<file path="src/rtl/core/srwc_pkg.sv">
// ----------------------------------------------------------------------------
// srwc_pkg
// Shared constants, codes, command type and sequence helpers for the
// selective-repeat window controller.
// ----------------------------------------------------------------------------
package srwc_pkg;

  localparam int SEQ_MAX   = 7;
  localparam int SEQ_SPACE = SEQ_MAX + 1;
  localparam int NR_BUFS   = (SEQ_MAX + 1) / 2;
  localparam int SEQ_W     = $clog2(SEQ_SPACE);
  localparam int SLOT_W    = $clog2(NR_BUFS);

  localparam int QUEUE_DEPTH = 2;
  localparam int QPTR_W      = $clog2(QUEUE_DEPTH);
  localparam int QCNT_W      = $clog2(QUEUE_DEPTH + 1);

  // events
  localparam logic [1:0] OP_PKT_READY = 2'd0;
  localparam logic [1:0] OP_FRAME_RX  = 2'd1;
  localparam logic [1:0] OP_DATA_TO   = 2'd2;
  localparam logic [1:0] OP_ACK_TO    = 2'd3;

  // received frame kinds
  localparam logic [1:0] KIND_DATA = 2'd0;
  localparam logic [1:0] KIND_ACK  = 2'd1;
  localparam logic [1:0] KIND_NAK  = 2'd2;

  // actions
  localparam logic [2:0] ACT_NONE      = 3'd0;
  localparam logic [2:0] ACT_DATA      = 3'd1;
  localparam logic [2:0] ACT_ACK       = 3'd2;
  localparam logic [2:0] ACT_NAK       = 3'd3;
  localparam logic [2:0] ACT_START_ACK = 3'd4;
  localparam logic [2:0] ACT_DELIVER   = 3'd5;
  localparam logic [2:0] ACT_STOP_DATA = 3'd6;

  typedef logic [SEQ_W-1:0] seq_t;

  // classified event handed from front to back
  typedef struct packed {
    logic [1:0] op;
    logic       ok;
    logic       is_data;
    seq_t       fseq;
    logic       tx_valid;
    seq_t       tx_seq;
    seq_t       stop_cnt;
    seq_t       stop_base;
    logic       net_en;
  } cmd_t;

  function automatic seq_t seq_inc(input seq_t s);
    seq_t r;
    r = (s == seq_t'(SEQ_MAX)) ? '0 : s + seq_t'(1);
    return r;
  endfunction

  function automatic seq_t seq_dec(input seq_t s);
    seq_t r;
    r = (s == '0) ? seq_t'(SEQ_MAX) : s - seq_t'(1);
    return r;
  endfunction

  // b within circular interval [a, c)
  function automatic logic in_window(input seq_t a, input seq_t b, input seq_t c);
    logic r;
    r = ((a <= b) && (b < c)) || ((c < a) && (a <= b)) || ((b < c) && (c < a));
    return r;
  endfunction

endpackage

</file>
<file path="src/rtl/core/srwc_front.sv">
// ----------------------------------------------------------------------------
// srwc_front
// Event classifier. Owns the sender window and outstanding count, works out
// retransmits, stop runs and the network enable, and pushes one command.
// ----------------------------------------------------------------------------
module srwc_front (
  input  logic                clk,
  input  logic                rst_n,
  input  logic                in_valid,
  output logic                in_ready,
  input  logic [1:0]          in_op,
  input  logic                in_frame_ok,
  input  logic [1:0]          in_frame_kind,
  input  logic [2:0]          in_frame_seq,
  input  logic [2:0]          in_frame_ack,
  input  logic                q_full,
  output logic                q_push,
  output srwc_pkg::cmd_t      q_cmd
);

  srwc_pkg::seq_t send_lower_r, send_lower_nxt;
  srwc_pkg::seq_t send_next_r, send_next_nxt;
  srwc_pkg::seq_t outstanding_r, outstanding_nxt;

  srwc_pkg::seq_t fack, fseq, n_ack, rs;
  logic           win_ack, retx;

  assign in_ready = !q_full;
  assign q_push   = in_valid && !q_full;

  always_comb begin
    fseq    = srwc_pkg::seq_t'(in_frame_seq);
    fack    = srwc_pkg::seq_t'(in_frame_ack);
    win_ack = srwc_pkg::in_window(send_lower_r, fack, send_next_r);
    // frames covered by a cumulative ack
    n_ack   = win_ack ? (fack - send_lower_r + srwc_pkg::seq_t'(1)) : '0;
    rs      = srwc_pkg::seq_inc(fack);
    retx    = srwc_pkg::in_window(send_lower_r, rs, send_next_r);

    send_lower_nxt  = send_lower_r;
    send_next_nxt   = send_next_r;
    outstanding_nxt = outstanding_r;

    q_cmd           = '0;
    q_cmd.op        = in_op;
    q_cmd.ok        = in_frame_ok;
    q_cmd.is_data   = (in_frame_kind == srwc_pkg::KIND_DATA);
    q_cmd.fseq      = fseq;
    q_cmd.stop_base = send_lower_r;

    unique case (in_op)
      srwc_pkg::OP_PKT_READY: begin
        if (outstanding_r < srwc_pkg::seq_t'(srwc_pkg::SEQ_MAX))
          outstanding_nxt = outstanding_r + srwc_pkg::seq_t'(1);
        q_cmd.tx_valid = 1'b1;
        q_cmd.tx_seq   = send_next_r;
        send_next_nxt  = srwc_pkg::seq_inc(send_next_r);
      end
      srwc_pkg::OP_FRAME_RX: begin
        if (in_frame_ok) begin
          q_cmd.tx_valid = (in_frame_kind == srwc_pkg::KIND_NAK) && retx;
          q_cmd.tx_seq   = rs;
          q_cmd.stop_cnt = (n_ack > srwc_pkg::seq_t'(srwc_pkg::NR_BUFS)) ?
                           srwc_pkg::seq_t'(srwc_pkg::NR_BUFS) : n_ack;
          outstanding_nxt = (outstanding_r > n_ack) ? (outstanding_r - n_ack) : '0;
          if (win_ack)
            send_lower_nxt = rs;
        end
      end
      srwc_pkg::OP_DATA_TO: begin
        q_cmd.tx_valid = 1'b1;
        q_cmd.tx_seq   = send_lower_r;
      end
      srwc_pkg::OP_ACK_TO: begin
      end
      default: begin
      end
    endcase

    q_cmd.net_en = (outstanding_nxt < srwc_pkg::seq_t'(srwc_pkg::NR_BUFS));
  end

  always_ff @(posedge clk) begin
    if (!rst_n) begin
      send_lower_r  <= '0;
      send_next_r   <= '0;
      outstanding_r <= '0;
    end else if (q_push) begin
      send_lower_r  <= send_lower_nxt;
      send_next_r   <= send_next_nxt;
      outstanding_r <= outstanding_nxt;
    end
  end

endmodule

</file>
<file path="src/rtl/core/srwc_cmd_fifo.sv">
// ----------------------------------------------------------------------------
// srwc_cmd_fifo
// Short command queue between the classifier and the action sequencer.
// ----------------------------------------------------------------------------
module srwc_cmd_fifo (
  input  logic           clk,
  input  logic           rst_n,
  input  logic           push,
  input  srwc_pkg::cmd_t push_cmd,
  input  logic           pop,
  output srwc_pkg::cmd_t pop_cmd,
  output logic           full,
  output logic           empty
);

  srwc_pkg::cmd_t                 mem_r [srwc_pkg::QUEUE_DEPTH];
  logic [srwc_pkg::QPTR_W-1:0]    wr_ptr_r, rd_ptr_r;
  logic [srwc_pkg::QCNT_W-1:0]    count_r;
  logic                           do_push, do_pop;

  assign full    = (count_r == srwc_pkg::QCNT_W'(srwc_pkg::QUEUE_DEPTH));
  assign empty   = (count_r == '0);
  assign do_push = push && !full;
  assign do_pop  = pop && !empty;
  assign pop_cmd = mem_r[rd_ptr_r];

  function automatic logic [srwc_pkg::QPTR_W-1:0] ptr_inc(
    input logic [srwc_pkg::QPTR_W-1:0] p
  );
    logic [srwc_pkg::QPTR_W-1:0] r;
    r = (p == srwc_pkg::QPTR_W'(srwc_pkg::QUEUE_DEPTH - 1)) ? '0 :
        p + srwc_pkg::QPTR_W'(1);
    return r;
  endfunction

  always_ff @(posedge clk) begin
    if (do_push)
      mem_r[wr_ptr_r] <= push_cmd;
  end

  always_ff @(posedge clk) begin
    if (!rst_n) begin
      wr_ptr_r <= '0;
      rd_ptr_r <= '0;
      count_r  <= '0;
    end else begin
      if (do_push)
        wr_ptr_r <= ptr_inc(wr_ptr_r);
      if (do_pop)
        rd_ptr_r <= ptr_inc(rd_ptr_r);
      if (do_push && !do_pop)
        count_r <= count_r + srwc_pkg::QCNT_W'(1);
      else if (do_pop && !do_push)
        count_r <= count_r - srwc_pkg::QCNT_W'(1);
    end
  end

endmodule

</file>
<file path="src/rtl/core/srwc_back.sv">
// ----------------------------------------------------------------------------
// srwc_back
// Action sequencer. Owns the receiver window, NAK flag and arrival bitmap,
// and walks each command out as a run of actions, one per cycle while the output accepts them.
// ----------------------------------------------------------------------------
module srwc_back (
  input  logic           clk,
  input  logic           rst_n,
  input  logic           q_empty,
  input  srwc_pkg::cmd_t q_cmd,
  output logic           q_pop,
  output logic           out_valid,
  input  logic           out_ready,
  output logic [2:0]     out_action,
  output logic [2:0]     out_seq,
  output logic [2:0]     out_ack,
  output logic [1:0]     out_slot,
  output logic           out_network_enable,
  output logic           out_last
);

  localparam logic [2:0] S_IDLE  = 3'd0;
  localparam logic [2:0] S_HEAD  = 3'd1;
  localparam logic [2:0] S_DELIV = 3'd2;
  localparam logic [2:0] S_TX    = 3'd3;
  localparam logic [2:0] S_STOP  = 3'd4;

  logic [2:0]                    state_r, state_nxt;
  srwc_pkg::cmd_t                cmd_r, cmd_nxt;
  srwc_pkg::seq_t                recv_lower_r, recv_lower_nxt;
  srwc_pkg::seq_t                recv_upper_r, recv_upper_nxt;
  logic                          nak_allowed_r, nak_allowed_nxt;
  logic                          restart_r, restart_nxt;
  logic [srwc_pkg::NR_BUFS-1:0]  arrived_r, arrived_nxt;

  logic                          out_valid_r;
  logic [2:0]                    act_r, act_nxt;
  srwc_pkg::seq_t                seq_r, seq_nxt;
  srwc_pkg::seq_t                ack_r, ack_nxt;
  logic [srwc_pkg::SLOT_W-1:0]   slot_r, slot_nxt;
  logic                          net_en_r;
  logic                          last_r, last_nxt;

  logic                          can_load, emit, nak, accept;
  logic [srwc_pkg::SLOT_W-1:0]   rl_slot, f_slot;
  srwc_pkg::seq_t                ack_num;

  assign can_load = !out_valid_r || out_ready;

  always_comb begin
    rl_slot = recv_lower_r[srwc_pkg::SLOT_W-1:0];
    f_slot  = cmd_r.fseq[srwc_pkg::SLOT_W-1:0];
    ack_num = srwc_pkg::seq_dec(recv_lower_r);
    nak     = (cmd_r.fseq != recv_lower_r) && nak_allowed_r;
    accept  = srwc_pkg::in_window(recv_lower_r, cmd_r.fseq, recv_upper_r) &&
              !arrived_r[f_slot];

    state_nxt       = state_r;
    cmd_nxt         = cmd_r;
    recv_lower_nxt  = recv_lower_r;
    recv_upper_nxt  = recv_upper_r;
    nak_allowed_nxt = nak_allowed_r;
    restart_nxt     = restart_r;
    arrived_nxt     = arrived_r;
    q_pop           = 1'b0;

    emit     = 1'b0;
    act_nxt  = srwc_pkg::ACT_NONE;
    seq_nxt  = '0;
    ack_nxt  = '0;
    slot_nxt = '0;
    last_nxt = 1'b0;

    unique case (state_r)
      S_IDLE: begin
        if (!q_empty) begin
          q_pop     = 1'b1;
          cmd_nxt   = q_cmd;
          state_nxt = S_HEAD;
        end
      end
      S_HEAD: begin
        if (can_load) begin
          priority if (cmd_r.op == srwc_pkg::OP_PKT_READY ||
                       cmd_r.op == srwc_pkg::OP_DATA_TO) begin
            emit      = 1'b1;
            act_nxt   = srwc_pkg::ACT_DATA;
            seq_nxt   = cmd_r.tx_seq;
            ack_nxt   = ack_num;
            slot_nxt  = cmd_r.tx_seq[srwc_pkg::SLOT_W-1:0];
            last_nxt  = 1'b1;
            state_nxt = S_IDLE;
          end else if (cmd_r.op == srwc_pkg::OP_ACK_TO) begin
            emit      = 1'b1;
            act_nxt   = srwc_pkg::ACT_ACK;
            ack_nxt   = ack_num;
            last_nxt  = 1'b1;
            state_nxt = S_IDLE;
          end else if (!cmd_r.ok) begin
            emit      = 1'b1;
            last_nxt  = 1'b1;
            state_nxt = S_IDLE;
          end else if (cmd_r.is_data) begin
            if (accept)
              arrived_nxt[f_slot] = 1'b1;
            restart_nxt = !nak;
            if (nak) begin
              emit            = 1'b1;
              act_nxt         = srwc_pkg::ACT_NAK;
              ack_nxt         = ack_num;
              // last unless an in-order run or a stop follows
              last_nxt        = !(accept && arrived_r[rl_slot]) && (cmd_r.stop_cnt == '0);
              nak_allowed_nxt = 1'b0;
            end
            state_nxt = S_DELIV;
          end else begin
            state_nxt = S_TX;
          end
        end
      end
      S_DELIV: begin
        if (can_load) begin
          if (arrived_r[rl_slot]) begin
            emit                 = 1'b1;
            act_nxt              = srwc_pkg::ACT_DELIVER;
            seq_nxt              = recv_lower_r;
            slot_nxt             = rl_slot;
            arrived_nxt[rl_slot] = 1'b0;
            recv_lower_nxt       = srwc_pkg::seq_inc(recv_lower_r);
            recv_upper_nxt       = srwc_pkg::seq_inc(recv_upper_r);
            nak_allowed_nxt      = 1'b1;
            restart_nxt          = 1'b1;
          end else begin
            if (restart_r) begin
              emit     = 1'b1;
              act_nxt  = srwc_pkg::ACT_START_ACK;
              last_nxt = (cmd_r.stop_cnt == '0);
            end
            state_nxt = (cmd_r.stop_cnt != '0) ? S_STOP : S_IDLE;
          end
        end
      end
      S_TX: begin
        if (can_load) begin
          if (cmd_r.tx_valid) begin
            emit      = 1'b1;
            act_nxt   = srwc_pkg::ACT_DATA;
            seq_nxt   = cmd_r.tx_seq;
            ack_nxt   = ack_num;
            slot_nxt  = cmd_r.tx_seq[srwc_pkg::SLOT_W-1:0];
            last_nxt  = (cmd_r.stop_cnt == '0);
            state_nxt = (cmd_r.stop_cnt != '0) ? S_STOP : S_IDLE;
          end else if (cmd_r.stop_cnt != '0) begin
            state_nxt = S_STOP;
          end else begin
            // nothing to do: still report network enable
            emit      = 1'b1;
            last_nxt  = 1'b1;
            state_nxt = S_IDLE;
          end
        end
      end
      S_STOP: begin
        if (can_load) begin
          emit               = 1'b1;
          act_nxt            = srwc_pkg::ACT_STOP_DATA;
          seq_nxt            = cmd_r.stop_base;
          slot_nxt           = cmd_r.stop_base[srwc_pkg::SLOT_W-1:0];
          last_nxt           = (cmd_r.stop_cnt == srwc_pkg::seq_t'(1));
          cmd_nxt.stop_base  = srwc_pkg::seq_inc(cmd_r.stop_base);
          cmd_nxt.stop_cnt   = cmd_r.stop_cnt - srwc_pkg::seq_t'(1);
          if (cmd_r.stop_cnt == srwc_pkg::seq_t'(1))
            state_nxt = S_IDLE;
        end
      end
      default: begin
        state_nxt = S_IDLE;
      end
    endcase
  end

  always_ff @(posedge clk) begin
    if (!rst_n) begin
      state_r       <= S_IDLE;
      recv_lower_r  <= '0;
      recv_upper_r  <= srwc_pkg::seq_t'(srwc_pkg::NR_BUFS);
      nak_allowed_r <= 1'b1;
      restart_r     <= 1'b0;
      arrived_r     <= '0;
      out_valid_r   <= 1'b0;
    end else begin
      state_r       <= state_nxt;
      recv_lower_r  <= recv_lower_nxt;
      recv_upper_r  <= recv_upper_nxt;
      nak_allowed_r <= nak_allowed_nxt;
      restart_r     <= restart_nxt;
      arrived_r     <= arrived_nxt;
      if (emit)
        out_valid_r <= 1'b1;
      else if (out_ready)
        out_valid_r <= 1'b0;
    end
  end

  always_ff @(posedge clk) begin
    cmd_r <= cmd_nxt;
    if (emit) begin
      act_r    <= act_nxt;
      seq_r    <= seq_nxt;
      ack_r    <= ack_nxt;
      slot_r   <= slot_nxt;
      net_en_r <= cmd_r.net_en;
      last_r   <= last_nxt;
    end
  end

  assign out_valid          = out_valid_r;
  assign out_action         = act_r;
  assign out_seq            = seq_r;
  assign out_ack            = ack_r;
  assign out_slot           = slot_r;
  assign out_network_enable = net_en_r;
  assign out_last           = last_r;

endmodule

</file>
<file path="src/rtl/core/selective_repeat_window_control.sv">
// ----------------------------------------------------------------------------
// selective_repeat_window_control
// Selective-repeat ARQ window controller: events in, runs of actions out.
// ----------------------------------------------------------------------------
// Each event gives one or more actions, the final one flagged by out_last;
// every action of an event carries the network enable as it stands after
// that event. A front stage classifies an event in the cycle it is taken and
// queues it (two entries deep), so events are accepted while earlier ones are
// still being played out. The action sequencer loads an event from the queue
// and then issues one action per cycle into its output register while the
// output is ready; a good received frame also has steps that issue nothing
// (inspecting the frame, and a delivery or retransmit step with nothing to
// give). Payload buffers, CRC and timers live outside.
// ----------------------------------------------------------------------------
module selective_repeat_window_control (
  input  logic       clk,
  input  logic       rst_n,
  input  logic       in_valid,
  output logic       in_ready,
  input  logic [1:0] in_op,
  input  logic       in_frame_ok,
  input  logic [1:0] in_frame_kind,
  input  logic [2:0] in_frame_seq,
  input  logic [2:0] in_frame_ack,
  output logic       out_valid,
  input  logic       out_ready,
  output logic [2:0] out_action,
  output logic [2:0] out_seq,
  output logic [2:0] out_ack,
  output logic [1:0] out_slot,
  output logic       out_network_enable,
  output logic       out_last
);

  srwc_pkg::cmd_t push_cmd, pop_cmd;
  logic           push, pop, q_full, q_empty;

  srwc_front u_front (
    .clk           (clk),
    .rst_n         (rst_n),
    .in_valid      (in_valid),
    .in_ready      (in_ready),
    .in_op         (in_op),
    .in_frame_ok   (in_frame_ok),
    .in_frame_kind (in_frame_kind),
    .in_frame_seq  (in_frame_seq),
    .in_frame_ack  (in_frame_ack),
    .q_full        (q_full),
    .q_push        (push),
    .q_cmd         (push_cmd)
  );

  srwc_cmd_fifo u_fifo (
    .clk      (clk),
    .rst_n    (rst_n),
    .push     (push),
    .push_cmd (push_cmd),
    .pop      (pop),
    .pop_cmd  (pop_cmd),
    .full     (q_full),
    .empty    (q_empty)
  );

  srwc_back u_back (
    .clk                (clk),
    .rst_n              (rst_n),
    .q_empty            (q_empty),
    .q_cmd              (pop_cmd),
    .q_pop              (pop),
    .out_valid          (out_valid),
    .out_ready          (out_ready),
    .out_action         (out_action),
    .out_seq            (out_seq),
    .out_ack            (out_ack),
    .out_slot           (out_slot),
    .out_network_enable (out_network_enable),
    .out_last           (out_last)
  );

endmodule

</file>
<file path="config.mk">
export PLATFORM = sky130hd
export DESIGN_NAME = selective_repeat_window_control
export DESIGN_NICKNAME = d
export VERILOG_FILES = /design/src/rtl/core/srwc_pkg.sv /design/src/rtl/core/srwc_front.sv /design/src/rtl/core/srwc_cmd_fifo.sv /design/src/rtl/core/srwc_back.sv /design/src/rtl/core/selective_repeat_window_control.sv
export SDC_FILE = /design/constraint.sdc
export NUM_CORES = 1
export LEC_CHECK = 0
export BUFFER_PORTS_ARGS = -buffer_cell sky130_fd_sc_hd__buf_2
export CORE_UTILIZATION = 50
export CTS_CLUSTER_DIAMETER = 150
export CTS_CLUSTER_SIZE = 25
export DETAILED_ROUTE_END_ITERATION = 10
export PLACE_DENSITY = 0.68
export SYNTH_ARGS = -nofsm -noshare
export SYNTH_HDL_FRONTEND = slang
export SYNTH_SLANG_ARGS = --single-unit
</file>
<file path="constraint.sdc">
create_clock -name clk -period 3.9 [get_ports clk]
set_input_delay 0.585 -clock clk [delete_from_list [all_inputs] [get_ports clk]]
set_output_delay 0.585 -clock clk [all_outputs]
set_load 0.03 [all_outputs]
</file>
==> flow_summary_export.csv, run 1 <==
group,metric,value,unit
outcome,status,"completed",
logic_synthesis,ys_warn_count,0,
clocking,numCtsBuffers,9,
setup_path,crit_path_start,"u_front.send_lower_r[2]",
detailed_routing,route.detailed.drc,0,
logic_synthesis,synth_cell_types,61,
timing,final-setup-viol-count,0,
pwr,swShare,35.91,%
clocking,h-tree-depth,3,
setup_path,rr_worst_depth,13,
place,place.detailed.hpwl,7693,um
logic_synthesis,synth_edf_count,65,
clocking,cts_tree,"built",
timing,period_share,88.32,%
clocking,clockBufferDepth,2,
global_routing,grt_pass1_wl,16930,um
clocking,cts_setup_buffers,0,
setup_path,cp_max_fo,7,
logic_synthesis,syn_inst,460,
pwr,seqPwrFrac,50.2,%
global_routing,antenna_found_initial,0,
clocking,cts-hold-fix-buffers,0,
detailed_routing,routed_wl,10300,um
floorplan,die_area,10630,um^2
floorplan,fp.dieH,103.1,um
place,numPortBuffers,29,
logic_synthesis,synth.area.top_cells,"edfxtp_1 38%, dfxtp_1 12%, ha_1 11%",
global_routing,grt_overflow,0,
global_routing,grt.busiest_layer,"met2",
setup_path,cp_top_family,"compound AO/OA/AOI/OAI gates",
pwr,switching_power,1.121,mW
floorplan,start_util,52.05,%
setup_path,crit_path_end_kind,"flop",
setup_path,worstSetupPathType,"flop to flop",
global_routing,track_usage,21.11,%
pwr,internal_power,2.002,mW
setup_path,worst_setup_path_start_kind,"flop",
global_routing,grt_pass1_vias,3560,
timing,fmax,290.3,MHz
setup_path,cp.depth,13,
finish,n_fill_cell,890,
logic_synthesis,avgSynthCellArea,11.11,um^2
min_path,min_from,"in_frame_seq[1]",
job,max-cap-violations,0,
setup_path,cp.required,4.16,ns
timing,rsz0062_at_grt,"no",
clocking,root_buffer,"clkbuf_8",
logic_synthesis,async_reset_ff_share,0,%
setup_path,reg2reg_slack,0.46,ns
floorplan,rows,36,
finish,final_util,56.36,%
global_routing,grt_max_degree,22,
timing,fin_crit,3.445,ns
logic_synthesis,yosysTopAreaCellShare,38.19,%
setup_path,crit_buf_inv,2,
logic_synthesis,ys_seq_area_share,49.94,%
pwr,p_per_area,564.3,nW/um^2
detailed_routing,drt_iter0_drc,155,
setup_path,cp_cell_sequence,"inv_1, ha_1, a21o_1, a31oi_1, a211oi_1, nor2_1, and2_1, ha_1, inv_1, fa_1, xor2_1, a41o_1, o311a_1",
clocking,cts.sinks,95,
detailed_routing,vias,3562,
finish,nNetsFinal,543,
detailed_routing,first_pass_iters,6,
timing,finClkSkew,0.01385,ns
detailed_routing,ant_nets,0,
detailed_routing,via_per_inst,5.727,
logic_synthesis,ys.flop_type,"edfxtp_1",
floorplan,die_w,103.1,um
detailed_routing,wl_per_cell,16.56,um
logic_synthesis,yosys-top-cells-count,"65 x edfxtp_1, 43 x ha_1, 34 x inv_1",
floorplan,core_area,9819,um^2
finish,antenna_cells,0,
setup_path,slowest_stage,"dfxtp_1",
logic_synthesis,netlist_area,5111,um^2
global_routing,met2_usage,35.79,%
timing,tightestPinTransition,0.8664,ns
clocking,cts_resized,0,
timing,setup_tns,0,ns
logic_synthesis,ys_ff_latch,95,
clocking,clk_latency,0.36,ns
floorplan,num_io_pins,30,
setup_path,critPathArrivalTime,3.71,ns
setup_path,r2r_start,"u_front.send_lower_r[2]",
finish,drive_above_1_share,13.50,%
setup_path,max_stage_delay,0.48,ns
timing,drv_slew,0,
timing,relSlewSlack,42.18,%
logic_synthesis,syn_nets,519,
pwr,peakVddDrop,0.0002133,V
global_routing,use_met1,26.21,%
pwr,clkPwrFrac,19.8,%
clocking,cts.reportedPaths.clkPinSlew,0.10,ns
pwr,p_comb_share,30.1,%
min_path,hp-class,"input port to flop",
place,routabilityCongestion,0.9090,
logic_synthesis,yosysMostFrequentCell,"edfxtp_1",
logic_synthesis,yosysTopAreaCell,"edfxtp_1",
finish,syn_to_final_growth,8.274,%
global_routing,grt_use_met3,3.186,%
timing,finalHoldViolCount,0,
pwr,p_leak,2.199,nW
per-layer routing:
layer  part of all wire [%]  up-vias
met4                    2.8        0
met2                     49      119
li1                       -     1758
met5                      0        -
met3                    4.5       25
met1                     43     1660
flip-flops by register name, summed over array words and instances, names as in the netlist, 2 cells and up, named ones only:
name	count
u_back.arrived_r	4
u_back.cmd_r	18
u_back.out_ack	3
u_back.out_action	3
u_back.out_seq	2
u_back.recv_lower_r	3
u_back.recv_upper_r	3
u_back.state_r	3
u_fifo.count_r	2
u_fifo.mem_r	36
u_front.outstanding_r	2
u_front.send_lower_r	3
u_front.send_next_r	3
power groups by stage:
stage                     Combinational [mW]  Sequential, mW  Clock [mW]
after detailed placement               0.939            1.59           0
after floorplan                        0.665            1.60           0
after CTS                              0.943            1.57       0.631
final                                  0.939            1.57       0.617
after global placement                 0.916            1.58           0
after global routing                    1.05            1.60       0.665
cells in the final DEF (no fill, tap or decap), types with 3 or more instances in the layout:
cell type,count
a21o_1,3
a21oi_1,25
a22oi_1,6
a31oi_1,6
and2_1,3
and3_1,3
and4_1,3
buf_2,29
clkbuf_8,10
dfxtp_1,30
edfxtp_1,65
ha_1,43
inv_1,34
mux2_2,13
mux2i_1,12
nand2_1,29
nand2b_1,7
nand3_1,16
nand3b_1,5
nand4_1,8
nand4b_1,3
nor2_1,32
nor2b_1,10
nor3_1,4
nor3b_1,3
o211ai_1,4
o21ai_0,19
o22ai_1,8
xnor2_1,4
xor2_1,5
worst min-delay path by stage:
stage / to / slack (ns) / cells after the start
2_1_floorplan: u_back.out_network_enable / 0.40 / 0
3_3_place_gp: u_back.out_network_enable / 0.41 / 0
3_5_place_dp: u_back.out_network_enable / 0.45 / 0
4_1_cts: u_fifo.mem_r[0][12] / 0.39 / 1
5_1_grt: u_fifo.mem_r[1][12] / 0.39 / 1
6_report: u_fifo.mem_r[0][12] / 0.40 / 1
through the flow:
step	instance area (um^2)	hold WS (ns)	total power [mW]	worst slack, ns	std cells
after floorplan	5111	0.4003	2.268	0.7152	460
after global placement	5346	0.4128	2.494	0.4295	606
after detailed placement	5346	0.4515	2.528	0.2958	606
after CTS	5534	0.3911	3.139	0.5047	622
after global routing	5534	0.3862	3.314	0.2434	622
final	5534	0.4033	3.123	0.4555	622
layout make-up:
| cell class | instances | area (um^2) | area share [%] |
|---|---|---|---|
| multi-input cells | 314 | 2347 | 42.41 |
| repair buffers | 30 | 152.6 | 2.758 |
| well taps | 133 | 166.4 | 3.007 |
| flip-flops and latches | 95 | 2552 | 46.12 |
| inverters | 34 | 127.6 | 2.306 |
| clock inverters | 6 | 50.05 | 0.9044 |
| clock buffers | 10 | 137.6 | 2.487 |
worst register-to-register path, delay by kind of cell, from the launching register on:
family	cells	cell delay [ns]
compound gates	5	1.22
flops	1	0.48
buf+inv	2	0.15
xor+xnor	1	0.16
simple gates	2	0.49
fa+ha+maj	3	0.86
logic make-up (layout without fill, tap and decap cells):
kind of cell	Yosys count	in the layout	synth area share, %
DFF	95	95	49.94
buffers and inverters	51	80	4.137
AOI/OAI and AO/OA	97	97	12.78
muxes	27	27	6.095
and+or+nand+nor	135	135	14.20
xor gates and xnor gates	9	9	1.542
adders and majority gates	46	46	11.31
Note: power is estimated with default switching activity, not from simulation.
==> run 2: changes to the inputs <==
--- a/config.mk
+++ b/config.mk
@@ -6,11 +6,11 @@
 export NUM_CORES = 1
 export LEC_CHECK = 0
 export BUFFER_PORTS_ARGS = -buffer_cell sky130_fd_sc_hd__buf_2
-export CORE_UTILIZATION = 50
+export CORE_UTILIZATION = 30
 export CTS_CLUSTER_DIAMETER = 150
 export CTS_CLUSTER_SIZE = 25
 export DETAILED_ROUTE_END_ITERATION = 10
-export PLACE_DENSITY = 0.68
+export MAX_ROUTING_LAYER = met4
 export SYNTH_ARGS = -nofsm -noshare
 export SYNTH_HDL_FRONTEND = slang
 export SYNTH_SLANG_ARGS = --single-unit
==> run 2 against run 1 <==
Via count increased by 0.22%. Critical path type unchanged. Highest routed layer unchanged. Sequential power about the same. Flip-flop and latch count unchanged. Clock power increased by 40%. Global-route usage is 7.8 points lower. Core utilization decreased by 22 points. Sequential share of layout area decreased by 1.8 points. Cell area grew 4.2%. Final cell count grew 14%.
==> flow_summary_export.csv, run 2 (synthesis gave the netlist of run 1 again) <==
group,metric,value,unit
pwr,peakVddDrop,0.0002568,V
global_routing,track_usage,13.33,%
finish,reg_top3,"u_fifo.mem_r x36, u_back.cmd_r x18, u_back.arrived_r x4",
finish,final_common_cell,"edfxtp_1",
finish,final_cell_mix,"65 x edfxtp_1, 43 x ha_1, 34 x inv_1",
detailed_routing,first_pass_iters,4,
finish,largest_register_ffs,36,
timing,drv_slew,0,
finish,drive_above_1_share,13.67,%
detailed_routing,vias,3570,
clocking,clk_latency,0.35,ns
setup_path,crit_path_end_kind,"flop",
floorplan,die_area,17560,um^2
timing,relSlewSlack,41.84,%
pwr,p_per_area,587.2,nW/um^2
timing,setup_tns,0,ns
pwr,p_leak,2.247,nW
setup_path,crit_path_start,"u_front.send_lower_r[2]",
global_routing,grt_pass1_vias,3548,
clocking,clockBufferDepth,2,
setup_path,reg2reg_slack,0.64,ns
finish,multi_input_area,2347,um^2
detailed_routing,via_per_inst,5.028,
place,dpl_cell_area,5463,um^2
global_routing,grt_overflow,0,
floorplan,fp.dieH,132.5,um
clocking,h-tree-depth,3,
setup_path,worst_setup_path_start_kind,"flop",
detailed_routing,routed_wl,10760,um
clocking,cts_resized,0,
setup_path,cp_max_fo,7,
outcome,status,"completed",
global_routing,antenna_found_initial,0,
finish,seq_area,2552,um^2
min_path,hp-class,"flop to flop",
detailed_routing,ant_nets,0,
clocking,cts.reportedPaths.clkPinSlew,0.07,ns
setup_path,cp.required,4.13,ns
timing,fin_crit,3.265,ns
setup_path,r2r_start,"u_front.send_lower_r[2]",
place,routabilityCongestion,0.8822,
detailed_routing,route.detailed.drc,0,
floorplan,rows,47,
timing,tightestPinTransition,0.8712,ns
finish,nNetsFinal,544,
clocking,cts.sinks,95,
detailed_routing,wl_per_cell,15.16,um
finish,n_fill_cell,1689,
finish,antenna_cells,0,
floorplan,num_io_pins,30,
finish,top_register,"u_fifo.mem_r",
global_routing,grt_pass1_wl,17870,um
global_routing,grt_max_degree,22,
place,place.detailed.hpwl,8036,um
clocking,numCtsBuffers,9,
detailed_routing,drt_iter0_drc,260,
clocking,cts_setup_buffers,0,
timing,finalHoldViolCount,0,
place,numPortBuffers,29,
floorplan,die_w,132.5,um
setup_path,rr_worst_depth,13,
timing,period_share,83.71,%
clocking,cts_tree,"built",
floorplan,core_area,16580,um^2
job,max-cap-violations,0,
setup_path,worstSetupPathType,"flop to flop",
timing,final-setup-viol-count,0,
floorplan,start_util,30.82,%
setup_path,critPathArrivalTime,3.50,ns
clocking,cts-hold-fix-buffers,0,
timing,fmax,306.3,MHz
clocking,root_buffer,"clkbuf_16",
timing,rsz0062_at_grt,"no",
finish,final_cell_area,5764,um^2
timing,finClkSkew,0.01043,ns
finish,syn_to_final_growth,12.78,%
[run 2: metrics by stage]
stage / setup WS (ns) / util (%) / hold WS (ns) / cells / power [mW]
2_1_floorplan: 0.7152 / - / 0.4003 / 460 / 2.268
3_3_place_gp: 0.5319 / 32.94 / 0.4169 / 694 / 2.509
3_5_place_dp: 0.4835 / 32.94 / 0.4155 / 694 / 2.545
4_1_cts: 0.6599 / 34.76 / 0.4161 / 710 / 3.422
5_1_grt: 0.3716 / 34.76 / 0.4185 / 710 / 3.585
6_report: 0.6354 / 34.76 / 0.4285 / 710 / 3.385
[run 2: area by class of cell]
class	instances	share of cell area [%]
Clock buffer	10	4.341
Clock inverter	6	0.8899
Inverter	34	2.214
Multi-Input combinational cell	314	40.72
Sequential cell	95	44.28
Tap cell	220	4.775
Timing Repair Buffer	31	2.778
[run 2: worst max-delay path, stage by stage, from the launching register on]
cell	delay, ns
dfxtp_1	0.48
inv_1	0.08
ha_1	0.31
a21o_1	0.18
a31oi_1	0.36
a211oi_1	0.14
nor2_1	0.16
and2_1	0.14
ha_1	0.15
inv_1	0.06
fa_1	0.40
xor2_1	0.15
a41o_1	0.26
o311a_1	0.28
[run 2: worst min-delay path by stage]
stage | startpoint | to | slack, ns | cells past startpoint
after global routing | in_frame_seq[1] | u_fifo.mem_r[1][12] | 0.42 | 1
after global placement | u_back.cmd_r[0] | u_back.out_network_enable | 0.42 | 0
after detailed placement | u_back.cmd_r[0] | u_back.out_network_enable | 0.42 | 0
after floorplan | u_back.cmd_r[0] | u_back.out_network_enable | 0.40 | 0
after CTS | in_frame_seq[1] | u_fifo.mem_r[1][12] | 0.42 | 1
final | u_back.cmd_r[0] | u_back.out_network_enable | 0.43 | 0
[run 2: power by group]
group          switching (mW)  internal [mW]
Combinational           0.595          0.362
Clock                   0.386          0.479
Sequential              0.176           1.39
[run 2: per-layer routing]
metal | wire length [um] | track usage [%] | up-vias
li1 | - | - | 1771
met1 | 5067 | 16.10 | 1693
met2 | 5019 | 21.43 | 90
met3 | 503 | 3.602 | 16
met4 | 171 | 4.470 | 0
met5 | 0 | - | -
